### src/hw/rtl/ctd_pkg.sv
package ctd_pkg;

    localparam int CHANNELS = 8;
    localparam int WINDOW   = 10;

    localparam int CH_W    = (CHANNELS > 1) ? $clog2(CHANNELS) : 1;
    localparam int PTR_W   = (WINDOW > 1) ? $clog2(WINDOW) : 1;
    localparam int WDEPTH  = CHANNELS * WINDOW;
    localparam int WA_W    = (WDEPTH > 1) ? $clog2(WDEPTH) : 1;

    localparam int SAMPLE_W = 10;
    localparam int SUM_W    = $clog2(WINDOW * 1023 + 1);
    localparam int FAC_W    = 12;
    localparam int FSC_W    = FAC_W + $clog2(WINDOW + 1);
    localparam int PROD_W   = SAMPLE_W + FSC_W;
    localparam int LHS_W    = SUM_W + 8;
    localparam int CMP_W    = (PROD_W > LHS_W) ? PROD_W : LHS_W;
    localparam int CNT_W    = 8;
    localparam int ACT_W    = 4;
    localparam int TOT_W    = 14;
    localparam int SAT_W    = SUM_W + TOT_W;
    localparam int TOT_MAX  = 2 ** TOT_W - 1;
    localparam int PADDR_W  = 4;
    localparam int PDATA_W  = 32;

    localparam logic [1:0] MODE_CAL  = 2'd0;
    localparam logic [1:0] MODE_READ = 2'd1;
    localparam logic [1:0] MODE_EVAL = 2'd2;
    localparam logic [1:0] MODE_NONE = 2'd3;

    localparam logic [1:0] REG_ON_FACTOR  = 2'd0;
    localparam logic [1:0] REG_OFF_FACTOR = 2'd1;
    localparam logic [1:0] REG_DEBOUNCE   = 2'd2;
    localparam logic [1:0] REG_ACTIVE     = 2'd3;

    typedef struct packed {
        logic [SUM_W-1:0]    sum;
        logic [SAMPLE_W-1:0] base;
        logic                on;
        logic [CNT_W-1:0]    cnt;
    } t_chan;

    typedef struct packed {
        logic [1:0]          mode;
        logic                ok;
        logic [SAMPLE_W-1:0] sample;
        logic                start;
        logic [CH_W-1:0]     ch;
        logic [WA_W-1:0]     waddr;
    } t_req;

    typedef struct packed {
        logic [FSC_W-1:0] on_sc;
        logic [FSC_W-1:0] off_sc;
        logic [CNT_W-1:0] limit;
    } t_cfg;

    typedef struct packed {
        logic chan_we;
        logic win_we;
    } t_wen;

    typedef struct packed {
        logic                triggered;
        logic                channel_ok;
        logic [SAMPLE_W-1:0] baseline;
        logic [TOT_W-1:0]    window_total;
    } t_res;

    function automatic logic [TOT_W-1:0] sat_total(input logic [SUM_W-1:0] s);
        logic [SAT_W-1:0] w;
        w = SAT_W'(s);
        if (w > SAT_W'(TOT_MAX)) begin
            return TOT_W'(TOT_MAX);
        end
        return w[TOT_W-1:0];
    endfunction

endpackage

### src/hw/rtl/ctd_ram.sv
module ctd_ram #(
    parameter int DEPTH = 8,
    parameter int WIDTH = 8,
    parameter int AW    = (DEPTH > 1) ? $clog2(DEPTH) : 1
) (
    input  logic             i_clk,
    input  logic             i_rst_n,
    input  logic             i_re,
    input  logic [AW-1:0]    i_raddr,
    input  logic             i_we,
    input  logic [AW-1:0]    i_waddr,
    input  logic [WIDTH-1:0] i_wdata,
    output logic [WIDTH-1:0] o_rdata
);

    logic [WIDTH-1:0] r_mem [DEPTH];
    logic [DEPTH-1:0] r_vld;
    logic [WIDTH-1:0] r_q;
    logic             r_q_vld;
    logic             r_hit;
    logic [WIDTH-1:0] r_fwd;

    always_ff @(posedge i_clk) begin
        if (i_we) begin
            r_mem[i_waddr] <= i_wdata;
        end
        if (i_re) begin
            r_q   <= r_mem[i_raddr];
            r_fwd <= i_wdata;
        end
    end

    // entries never written read as zero
    always_ff @(posedge i_clk) begin
        if (!i_rst_n) begin
            r_vld   <= '0;
            r_q_vld <= 1'b0;
            r_hit   <= 1'b0;
        end else begin
            if (i_we) begin
                r_vld[i_waddr] <= 1'b1;
            end
            if (i_re) begin
                r_q_vld <= r_vld[i_raddr];
                r_hit   <= i_we && (i_waddr == i_raddr);
            end
        end
    end

    assign o_rdata = r_hit ? r_fwd : (r_q_vld ? r_q : '0);

endmodule

### src/hw/rtl/ctd_eval.sv
module ctd_eval (
    input  ctd_pkg::t_req                  i_req,
    input  ctd_pkg::t_chan                 i_chan,
    input  logic [ctd_pkg::SAMPLE_W-1:0]   i_old,
    input  ctd_pkg::t_cfg                  i_cfg,
    output ctd_pkg::t_chan                 o_chan,
    output ctd_pkg::t_wen                  o_wen,
    output ctd_pkg::t_res                  o_res
);
    import ctd_pkg::*;

    logic [FSC_W-1:0]  factor;
    logic [PROD_W-1:0] rhs;
    logic [LHS_W-1:0]  lhs;
    logic              want;
    logic [CNT_W-1:0]  cnt_inc;
    t_chan             nxt;

    assign factor  = i_chan.on ? i_cfg.off_sc : i_cfg.on_sc;
    assign rhs     = PROD_W'(i_chan.base) * PROD_W'(factor);
    assign lhs     = {i_chan.sum, 8'b0};
    assign want    = CMP_W'(lhs) > CMP_W'(rhs);
    assign cnt_inc = i_chan.cnt + 1'b1;

    always_comb begin
        nxt = i_chan;
        case (i_req.mode)
            MODE_CAL: begin
                if (i_req.start || (i_req.sample > i_chan.base)) begin
                    nxt.base = i_req.sample;
                end
            end
            MODE_READ: begin
                nxt.sum = i_chan.sum - SUM_W'(i_old) + SUM_W'(i_req.sample);
            end
            MODE_EVAL: begin
                if (want == i_chan.on) begin
                    nxt.cnt = '0;
                end else if (cnt_inc >= i_cfg.limit) begin
                    nxt.on  = want;
                    nxt.cnt = '0;
                end else begin
                    nxt.cnt = cnt_inc;
                end
            end
            default: begin
                nxt = i_chan;
            end
        endcase
    end

    assign o_chan        = nxt;
    assign o_wen.chan_we = i_req.ok && (i_req.mode != MODE_NONE);
    assign o_wen.win_we  = i_req.ok && (i_req.mode == MODE_READ);

    always_comb begin
        if (i_req.ok) begin
            o_res.triggered    = nxt.on;
            o_res.channel_ok   = 1'b1;
            o_res.baseline     = nxt.base;
            o_res.window_total = sat_total(nxt.sum);
        end else begin
            o_res = '0;
        end
    end

endmodule

### src/hw/rtl/current_trigger_detector_unit.sv
// channel   signals                                              direction
// request   i_in_valid, o_in_stall, i_mode, i_channel, i_sample,  in
//           i_start_calibration
// result    o_out_valid, i_out_stall, o_triggered, o_channel_ok,  out
//           o_baseline, o_window_total
// config    psel, penable, pwrite, paddr, pwdata, prdata, pready  APB
//
// One request per cycle while o_in_stall is low. Its result is registered.
// Channel state and the window ring sit in registered-read RAMs read at accept
// and written back from the request stage; same-entry back-to-back hits are
// forwarded. Reset is synchronous; RAM contents read as zero until written
// (valid bits). An output stall freezes the pipeline and raises o_in_stall.
module current_trigger_detector_unit (
    input  logic                         i_clk,
    input  logic                         i_rst_n,
    input  logic                         i_in_valid,
    output logic                         o_in_stall,
    input  logic [1:0]                   i_mode,
    input  logic [2:0]                   i_channel,
    input  logic [ctd_pkg::SAMPLE_W-1:0] i_sample,
    input  logic                         i_start_calibration,
    output logic                         o_out_valid,
    input  logic                         i_out_stall,
    output logic                         o_triggered,
    output logic                         o_channel_ok,
    output logic [ctd_pkg::SAMPLE_W-1:0] o_baseline,
    output logic [ctd_pkg::TOT_W-1:0]    o_window_total,
    input  logic                         psel,
    input  logic                         penable,
    input  logic                         pwrite,
    input  logic [ctd_pkg::PADDR_W-1:0]  paddr,
    input  logic [ctd_pkg::PDATA_W-1:0]  pwdata,
    output logic [ctd_pkg::PDATA_W-1:0]  prdata,
    output logic                         pready
);
    import ctd_pkg::*;

    localparam logic [4:0]      CH_LIM = 5'(CHANNELS);
    localparam logic [WA_W-1:0] WIN_A  = WA_W'(WINDOW);

    logic [FAC_W-1:0] r_on_factor;
    logic [FAC_W-1:0] r_off_factor;
    logic [CNT_W-1:0] r_limit;
    logic [ACT_W-1:0] r_active;
    logic [FSC_W-1:0] r_on_sc;
    logic [FSC_W-1:0] r_off_sc;
    logic             cfg_wr;
    logic [1:0]       cfg_idx;

    logic [PTR_W-1:0] r_ptr [CHANNELS];

    logic             advance;
    logic             accept;
    logic             in_ok;
    logic [CH_W-1:0]  in_ch;
    logic [PTR_W-1:0] cur_ptr;
    logic [WA_W-1:0]  in_waddr;

    logic             r_b_valid;
    t_req             r_b_req;
    t_req             n_b_req;

    t_chan            rd_chan;
    logic [SAMPLE_W-1:0] rd_old;
    t_chan            wb_chan;
    t_wen             wen;
    t_res             res;
    t_cfg             cfg;
    logic             chan_we;
    logic             win_we;

    logic             r_out_valid;
    t_res             r_res;

    // configuration
    assign cfg_wr  = psel && penable && pwrite;
    assign cfg_idx = paddr[3:2];
    assign pready  = 1'b1;

    always_ff @(posedge i_clk) begin
        if (!i_rst_n) begin
            r_on_factor  <= FAC_W'(384);
            r_off_factor <= FAC_W'(320);
            r_limit      <= CNT_W'(3);
            r_active     <= ACT_W'(8);
            r_on_sc      <= FSC_W'(384 * WINDOW);
            r_off_sc     <= FSC_W'(320 * WINDOW);
        end else if (cfg_wr) begin
            case (cfg_idx)
                REG_ON_FACTOR: begin
                    r_on_factor <= pwdata[FAC_W-1:0];
                    r_on_sc     <= FSC_W'(pwdata[FAC_W-1:0]) * FSC_W'(WINDOW);
                end
                REG_OFF_FACTOR: begin
                    r_off_factor <= pwdata[FAC_W-1:0];
                    r_off_sc     <= FSC_W'(pwdata[FAC_W-1:0]) * FSC_W'(WINDOW);
                end
                REG_DEBOUNCE: begin
                    r_limit <= pwdata[CNT_W-1:0];
                end
                REG_ACTIVE: begin
                    r_active <= pwdata[ACT_W-1:0];
                end
                default: begin
                    r_limit <= r_limit;
                end
            endcase
        end
    end

    always_comb begin
        case (cfg_idx)
            REG_ON_FACTOR:  prdata = PDATA_W'(r_on_factor);
            REG_OFF_FACTOR: prdata = PDATA_W'(r_off_factor);
            REG_DEBOUNCE:   prdata = PDATA_W'(r_limit);
            REG_ACTIVE:     prdata = PDATA_W'(r_active);
            default:        prdata = '0;
        endcase
    end

    assign cfg.on_sc  = r_on_sc;
    assign cfg.off_sc = r_off_sc;
    assign cfg.limit  = r_limit;

    // request stage
    assign advance    = !r_out_valid || !i_out_stall;
    assign o_in_stall = !advance;
    assign accept     = i_in_valid && advance;

    assign in_ok    = ({1'b0, i_channel} < r_active) && ({2'b0, i_channel} < CH_LIM);
    assign in_ch    = CH_W'(i_channel);
    assign cur_ptr  = r_ptr[in_ch];
    assign in_waddr = WA_W'(i_channel) * WIN_A + WA_W'(cur_ptr);

    always_comb begin
        n_b_req.mode   = i_mode;
        n_b_req.ok     = in_ok;
        n_b_req.sample = i_sample;
        n_b_req.start  = i_start_calibration;
        n_b_req.ch     = in_ch;
        n_b_req.waddr  = in_waddr;
    end

    // write pointers advance at accept, so the next request sees them at once
    always_ff @(posedge i_clk) begin
        if (!i_rst_n) begin
            for (int i = 0; i < CHANNELS; i++) begin
                r_ptr[i] <= '0;
            end
        end else if (accept && in_ok && (i_mode == MODE_READ)) begin
            if (cur_ptr == PTR_W'(WINDOW - 1)) begin
                r_ptr[in_ch] <= '0;
            end else begin
                r_ptr[in_ch] <= cur_ptr + 1'b1;
            end
        end
    end

    always_ff @(posedge i_clk) begin
        if (!i_rst_n) begin
            r_b_valid <= 1'b0;
        end else if (advance) begin
            r_b_valid <= accept;
        end
    end

    always_ff @(posedge i_clk) begin
        if (accept) begin
            r_b_req <= n_b_req;
        end
    end

    // state memories
    assign chan_we = r_b_valid && advance && wen.chan_we;
    assign win_we  = r_b_valid && advance && wen.win_we;

    ctd_ram #(
        .DEPTH (CHANNELS),
        .WIDTH ($bits(t_chan))
    ) u_chan_ram (
        .i_clk   (i_clk),
        .i_rst_n (i_rst_n),
        .i_re    (accept),
        .i_raddr (in_ch),
        .i_we    (chan_we),
        .i_waddr (r_b_req.ch),
        .i_wdata (wb_chan),
        .o_rdata (rd_chan)
    );

    ctd_ram #(
        .DEPTH (WDEPTH),
        .WIDTH (SAMPLE_W)
    ) u_win_ram (
        .i_clk   (i_clk),
        .i_rst_n (i_rst_n),
        .i_re    (accept),
        .i_raddr (in_waddr),
        .i_we    (win_we),
        .i_waddr (r_b_req.waddr),
        .i_wdata (r_b_req.sample),
        .o_rdata (rd_old)
    );

    ctd_eval u_eval (
        .i_req  (r_b_req),
        .i_chan (rd_chan),
        .i_old  (rd_old),
        .i_cfg  (cfg),
        .o_chan (wb_chan),
        .o_wen  (wen),
        .o_res  (res)
    );

    // result register
    always_ff @(posedge i_clk) begin
        if (!i_rst_n) begin
            r_out_valid <= 1'b0;
        end else if (advance) begin
            r_out_valid <= r_b_valid;
        end
    end

    always_ff @(posedge i_clk) begin
        if (advance && r_b_valid) begin
            r_res <= res;
        end
    end

    assign o_out_valid    = r_out_valid;
    assign o_triggered    = r_res.triggered;
    assign o_channel_ok   = r_res.channel_ok;
    assign o_baseline     = r_res.baseline;
    assign o_window_total = r_res.window_total;

endmodule

### config.mk
export PLATFORM = sky130hd
export DESIGN_NAME = current_trigger_detector_unit
export DESIGN_NICKNAME = d
export VERILOG_FILES = /design/src/hw/rtl/ctd_pkg.sv /design/src/hw/rtl/ctd_ram.sv /design/src/hw/rtl/ctd_eval.sv /design/src/hw/rtl/current_trigger_detector_unit.sv
export SDC_FILE = /design/constraint.sdc
export NUM_CORES = 2
export LEC_CHECK = 0
export BUFFER_PORTS_ARGS = -buffer_cell sky130_fd_sc_hd__buf_2
export CORE_MARGIN = 4
export CORE_UTILIZATION = 30
export DETAILED_ROUTE_END_ITERATION = 8
export PLACE_DENSITY = 0.49
export RECOVER_POWER = 25
export SLEW_MARGIN = 20
export SYNTH_ARGS = -nofsm -noshare
export SYNTH_HDL_FRONTEND = slang
export SYNTH_SLANG_ARGS = --single-unit
### constraint.sdc
create_clock -name i_clk -period 10.1 [get_ports i_clk]
set_clock_uncertainty 0.1 [all_clocks]
set_input_delay 0.505 -clock i_clk [delete_from_list [all_inputs] [get_ports i_clk]]
set_output_delay 0.505 -clock i_clk [all_outputs]
set_load 0.02 [all_outputs]
## After elaboration in Yosys (flattened, before gate mapping)

Memory sizes are Yosys's and may differ from the RTL's. A register that Yosys moved wholly into a read port is not among the register bits.
Index checks and enable logic that the tools add are counted.

| cells by class | value |
|---|---|
| order comparisons | 10 |
| add/subtract/negate cells | 5 |
| bitwise operators | 3 |
| shift-type cells | 0 |
| reductions and logical operators | 26 |
| divide/modulo/power cells | 0 |
| equal/unequal tests | 11 |
| mux-type cells | 40 |
| multiply operators | 3 |

Operators by type and width:

| cell | count |
|---|---|
| case mux 32 bit (4 select lines) | 1 |
| bitwise OR 80 bit | 1 |
| 2-to-1 mux 33 bit | 2 |
| 2-to-1 mux 10 bit | 4 |
| > comparator 22 x 26 -> 1 bit | 1 |
| multiplier 10 x 16 -> 26 bit | 1 |
| 2-to-1 mux 25 bit | 1 |
| 2-to-1 mux 1 bit | 20 |
| less-than comparator 7 x 8 -> 1 bit, second input constant | 2 |
| 2-to-1 mux 16 bit | 1 |
| 2-to-1 mux 8 bit | 2 |
| multiplier 12 x 3 -> 15 bit, second input constant | 1 |
| adder 14 x 10 -> 14 bit | 1 |
| logical AND 1 bit | 14 |
| 2-to-1 mux 14 bit | 1 |
| subtractor 14 x 10 -> 14 bit | 1 |
| > comparator 10 bit | 1 |
| 2-to-1 mux 9 bit | 1 |
| adder 8 x 1 -> 8 bit, second input constant | 1 |
| greater-or-equal comparator 8 bit | 1 |
| less-than comparator 3 x 4 -> 1 bit, second input constant | 2 |
| 2-to-1 mux 4 bit | 2 |
| bitwise OR 8 bit | 1 |
| AND reduction 2 bit | 4 |
| 23 further kinds | 31 |

| storage, ports and cells | value |
|---|---|
| latch bits | 0 |
| bits in writable memories | 1,096 |
| logic and storage cells | 127 |
| input bits | 59 |
| register bits | 253 |
| memories kept | 3 |
| output and inout port bits | 61 |
| memory bits (read-only) | 0 |

Memories:

| memory | depth | bits a word | read ports | clocked after memory_dff | write ports | line | text |
|---|---|---|---|---|---|---|---|
| u_win_ram.r_mem | 80 | 10 | 1 | 1 | 1 | ctd_ram.sv:16 | `logic [WIDTH-1:0] r_mem [DEPTH];` |
| u_chan_ram.r_mem | 8 | 33 | 1 | 1 | 1 | ctd_ram.sv:16 |  |
| r_ptr | 8 | 4 | 1 | 0 | 8 | current_trigger_detector_unit.sv:50 | `logic [PTR_W-1:0] r_ptr [CHANNELS];` |

## Longest topological paths before layout

| depth | value |
|---|---|
| word-level depth | 11 |
| depth in mapped cells | 35 |
| mapped depth without buffers | 32 |

## Hierarchy

Synthesis repeated with hierarchy kept, for this count alone.

| second synthesis, totals | value |
|---|---|
| cell total of the unflattened synthesis | 3,892 |
| area, all modules | 62,687.6 um^2 |

By module, submodules not included:

| module | area each (um^2) | sequential area each (um^2) | instances | cells each |
|---|---|---|---|---|
| ctd_ram at u_win_ram | 34,958.5 | 26,265.2 | 1 | 1,722 |
| ctd_ram at u_chan_ram | 12,928.6 | 10,109.7 | 1 | 537 |
| ctd_eval | 8,039.0 | 0.0 | 1 | 1,020 |
| current_trigger_detector_unit | 6,761.5 | 3,743.6 | 1 | 613 |

## Worst setup path after synthesis

Ideal clock, no wire load.

| path | value |
|---|---|
| path kind | register to register |
| start | register u_chan_ram.r_hit |
| end | register u_chan_ram.r_fwd[1] (data pin) |
| buffers on the path | 3 |
| slack | 1,390 ps |
| data arrival time | 8,272 ps |
| period minus slack after synthesis | 8,710 ps |
| setup time | 338 ps |
| cell stages (with the launch flop) | 33 |
| data required time | 9,662 ps |
| cell sequence | dfxtp_1 > clkbuf_1 > nor2b_1 > a22oi_1 > clkbuf_1 > clkbuf_1 > mux2i_1 > nor2_1 > fa_1 > fa_1 > fa_1 > fa_1 > inv_1 > fa_1 > inv_1 > ha_1 > a21o_1 > a221oi_1 > o21ai_0 > a21oi_1 > o21bai_1 > a21oi_1 > o21ai_0 > xnor2_1 > ha_1 > and4_1 > nand4_1 > nor4_1 > o221ai_1 > o2111ai_1 > nor4_1 > xnor2_1 > o21ai_0 |

| between the ends | value |
|---|---|
| word-level cells in the longest chain between the ends | 7 |
| elaborated cells between the ends (all ways) | 10 |
| those cells by class | add/sub: 1; mul: 1; order compare: 2; eq/ne: 1; mux: 5 |

RTL lines:

| item | line | text |
|---|---|---|
| start: declaration | ctd_ram.sv:20 | `logic r_hit;` |
| start signal: assignment | ctd_ram.sv:45 | `r_hit <= i_we && (i_waddr == i_raddr);` |
| 2-to-1 mux 33 bit * | ctd_ram.sv:50 | `assign o_rdata = r_hit ? r_fwd : (r_q_vld ? r_q : '0);` |
| 2-to-1 mux 16 bit | ctd_eval.sv:19 | `assign factor = i_chan.on ? i_cfg.off_sc : i_cfg.on_sc;` |
| multiplier 10 x 16 -> 26 bit | ctd_eval.sv:20 | `assign rhs = PROD_W'(i_chan.base) * PROD_W'(factor);` |
| > comparator 22 x 26 -> 1 bit | ctd_eval.sv:22 | `assign want = CMP_W'(lhs) > CMP_W'(rhs);` |
| == test 1 bit | ctd_eval.sv:37 | `if (want == i_chan.on) begin` |
| 2-to-1 mux 8 bit | ctd_eval.sv:37 |  |
| 2-to-1 mux 9 bit * | ctd_eval.sv:27 | `case (i_req.mode)` |
| via u_chan_ram.i_wdata[1] | ctd_ram.sv:12 | `input logic [WIDTH-1:0] i_wdata,` |
| end signal: assignment | ctd_ram.sv:29 | `r_fwd <= i_wdata;` |
| end: declaration | ctd_ram.sv:21 | `logic [WIDTH-1:0] r_fwd;` |

The timed path passes the listed nets; every way through them passes the cells marked *.
A chain may end at the register's enable or synchronous reset.

## Worst setup path after layout

| path | value |
|---|---|
| start | register u_chan_ram.r_hit |
| end | memory u_chan_ram.r_mem[1][6] in the netlist's numbering (data pin) |

| between the ends | value |
|---|---|
| word-level cells in the longest chain between the ends | 7 |
| elaborated cells between the ends (all ways) | 10 |
| those cells by class | add/sub: 1; mul: 1; order compare: 2; eq/ne: 1; mux: 5 |

RTL lines:

| item | line |
|---|---|
| 2-to-1 mux 33 bit * | ctd_ram.sv:50 |
| 2-to-1 mux 16 bit | ctd_eval.sv:19 |
| multiplier 10 x 16 -> 26 bit | ctd_eval.sv:20 |
| > comparator 22 x 26 -> 1 bit | ctd_eval.sv:22 |
| == test 1 bit | ctd_eval.sv:37 |
| 2-to-1 mux 8 bit | ctd_eval.sv:37 |
| 2-to-1 mux 9 bit * | ctd_eval.sv:27 |
| via u_chan_ram.i_wdata[6] | ctd_ram.sv:12 |
| end: declaration | ctd_ram.sv:16 |

Marks and branches as above.

==> impl_metrics.json <==
{
  "status": "finished, violations left",
  "violations": "max-capacitance violations, max-slew violations",
  "coreArea_um2": 199900,
  "clockPowerShare_pct": 40.9,
  "chipHeight_um": 456.3,
  "drtPass1Iterations": 5,
  "h-tree-depth": 4,
  "p_seq_share_pct": 47.4,
  "vias": 32667,
  "layout.nets": 4257,
  "drcViolationCount": 0,
  "synth_edf_count": 1232,
  "crit_fanout": 34,
  "crit_required_ns": 10.48,
  "yosys.area.top_type_share_pct": 61.35,
  "cp-startpoint": "u_chan_ram.r_hit$_SDFFE_PN0P_",
  "finalNonFillerCells": 6733,
  "hold_viol": 0,
  "clockBufferDepth": 3,
  "grt_overflow": 0,
  "hold_ws_ns": 0.08718,
  "internal_power_w": 0.01016,
  "dr_wl_met3_mm": 7.499,
  "boundaryPins": 120,
  "ys_seq_area_share_pct": 66.53,
  "synth_ff_type": "edfxtp_1",
  "viasPerCell": 4.852,
  "io_buffers": 76,
  "worstSkewPairLatency_ns": 0.80,
  "numClockSinks": 1388,
  "wl_met1_mm": 68.69,
  "cap_violations": 17,
  "end_kind": "flip-flop",
  "syn-cell-area_um2": 60300,
  "swShare_pct": 24.85,
  "tightest_slew_ns": 4.291,
  "tritoncts": "built",
  "place.detailed.hpwl_mm": 99.59,
  "clockRootBuffer": "clkbuf_16",
  "placed_cell_area_um2": 64420,
  "netlist_top_cells_area": "edfxtp_1, mux4_2, dfxtp_1",
  "placedCellCount": 6419,
  "setup_viol": 0,
  "hold_path_class": "in2reg",
  "placementRows": 164,
  "yosysUniqueCellTypes": 67,
  "synth_top_area_cell": "edfxtp_1",
  "power_density_nw_per_um2": 194.0,
  "grt_max_degree": 102,
  "rrSetupSlack_ns": 0.72,
  "cp_slowest_cell": "fa_1",
  "crit_top_cell": "fa_1",
  "post-cts-setup-buffers": 0,
  "met2WireLength_mm": 77.27,
  "grt_pass1_vias": 33957,
  "highest_layer": "met5",
  "path_clk_slew_ns": 0.06,
  "power_frac_comb_pct": 11.6,
  "drive_gt1_share_pct": 18.50,
  "grt_setup_unrepaired": "false",
  "power.leakage_nw": 23.89,
  "fp.dieArea_um2": 208200,
  "cp-start-kind": "flip-flop",
  "p_sw_w": 0.003361,
  "area_growth_pct": 15.59,
  "slew_headroom_pct": -186.1,
  "crit_arrival_ns": 9.76,
  "numCtsBuffers": 156,
  "start_util_pct": 30.17,
  "synth_seq_cells": 1388,
  "period_minus_slack_ns": 9.382,
  "drtIter0Drc": 2446,
  "irDropWorstVdd_uv": 141.3,
  "slowest_delay_ns": 0.60,
  "final.period_utilization_pct": 92.89,
  "r2r-start": "u_chan_ram.r_hit$_SDFFE_PN0P_",
  "drt-wirelength-per-cell_um": 23.46,
  "finalSetupTns_ns": 0,
  "grt_use_total_pct": 15.01,
  "maxSlewViolCount": 940,
  "synthArstFlopShare_pct": 0,
  "syn_inst": 3738,
  "postRouteAntennaNets": 0,
  "synth_area_per_cell_um2": 16.13,
  "die_width_um": 456.3,
  "globalplace.congestion": 0.8118,
  "grt_pass1_wl_mm": 232.9,
  "yosysWarnings": 0,
  "worstSetupPathType": "reg2reg",
  "wl_mm": 158.0,
  "design_area_um2": 69700,
  "yosysMostFrequentCell": "edfxtp_1",
  "synth_common_cells": "edfxtp_1, nor2_1, mux4_2",
  "antenna_found_initial": 11,
  "fmax_mhz": 106.6,
  "hp-start": "i_rst_n"
}
[routing by layer]
layer	global-route usage [%]	vias to the layer above
li1	-	14763
met1	19.95	16990
met2	25.06	690
met3	2.603	222
met4	4.754	2
met5	0	-
[worst paths after layout]
check	depth (start not counted)	endpoint
max	32	u_chan_ram.r_mem[1][6]$_DFFE_PP_
min	2	r_on_factor[7]$_SDFFE_PN1P_
max reg2reg	32	u_chan_ram.r_mem[1][6]$_DFFE_PP_
min reg2reg	1	u_win_ram.r_vld[22]$_SDFFE_PN0P_
[cells by family after synthesis]
logic type | after synthesis | synth area share, %
AOI/OAI and AO/OA | 532 | 6.349
and+or+nand+nor | 750 | 5.559
adders and majority gates | 251 | 6.627
other | 2 | 0.01245
buffers and inverters | 396 | 2.668
xor gates and xnor gates | 58 | 0.8424
DFF | 1388 | 66.53
muxes | 361 | 11.41
[layout by cell type (no fill, tap or decap), types with 11 or more instances in the layout]
master         synthesis  routed
a21boi_0              36      36
a21o_1                23      23
a21oi_1               45      45
a22o_1                24      24
a22oi_1              161     160
and2_1                31      26
buf_2                 23      64
buf_4                 21     110
clkbuf_1             136      67
clkbuf_16              0     157
clkbuf_8               0      14
clkinv_1               2      20
clkinv_2               0      32
conb_1                 2      21
dfxtp_1              156     156
dlygate4sd3_1          0      26
edfxtp_1            1232    1232
fa_1                 114     113
ha_1                 137     136
inv_1                191     190
mux2_2                13      13
mux2i_1               88      85
mux4_2               259     259
nand2_1              255     255
nand2b_1              14      14
nand3_1               39      39
nand4_1               44      44
nor2_1               269     233
nor2_2                 0      30
nor2b_1               25      23
nor3_1                19      15
o21a_1                96      96
o21ai_0               54      52
or2_2                 11      11
xnor2_1               40      40
xor2_1                18      18
[stage by stage]
step	total power [W]	setup slack, ns	util (%)
5_1_grt	0.01407	0.08572	34.88
3_3_place_gp	0.008109	0.8056	32.21
4_1_cts	0.01368	0.6944	34.89
6_report	0.01352	0.7184	34.88
2_1_floorplan	0.007522	1.390	-
3_5_place_dp	0.008118	0.7295	32.23
[power by group through the flow]
stage	Sequential [W]	Clock (W)	Combinational, W
after floorplan	0.00655	0	0.000976
final	0.00642	0.00553	0.00157
after detailed placement	0.00653	0	0.00159
after CTS	0.00641	0.00567	0.00160
after global routing	0.00642	0.00594	0.00171
after global placement	0.00652	0	0.00158
[worst max-delay path, delay by kind of cell, from the launching register on]
family          cells  cell delay, ns
fa+ha+maj           7            3.32
compound gates     10            2.11
simple gates        6            1.18
buf+inv             6            1.06
mux                 1            0.57
flops               1            0.35
xor+xnor            2            0.33
[area by class of cell]
cell class	instances	area, um^2
multi-input combinational	1973	18860
sequential	1388	40120
fill	19122	130200
clock inverter	76	784.5
inverter	195	742.0
timing repair buffer	233	1603
tap	2656	3323
clock buffer	210	4268
antenna	2	5.005
[state kept, by name, summed over array words and instances (netlist names), 4 cells and up]
signal	cells
u_win_ram.r_vld	80
o_baseline	10
u_win_ram.r_mem	800
r_on_factor	12
r_ptr	32
r_b_req	24
u_chan_ram.r_fwd	33
r_on_sc	13
r_off_sc	13
o_window_total	14
u_win_ram.r_fwd	10
u_win_ram.r_q	10
u_chan_ram.r_q	33
r_limit	8
u_chan_ram.r_mem	264
r_active	4
r_off_factor	12
u_chan_ram.r_vld	8
[timing repair]
item | CTS | global route
hold buffers | 26 | 0
endpoints found under the hold margin | 54 | 0
setup endpoints to repair | 0 | 6
gates resized for setup | 0 | 1
No activity file was read; power rests on OpenSTA's default activity.
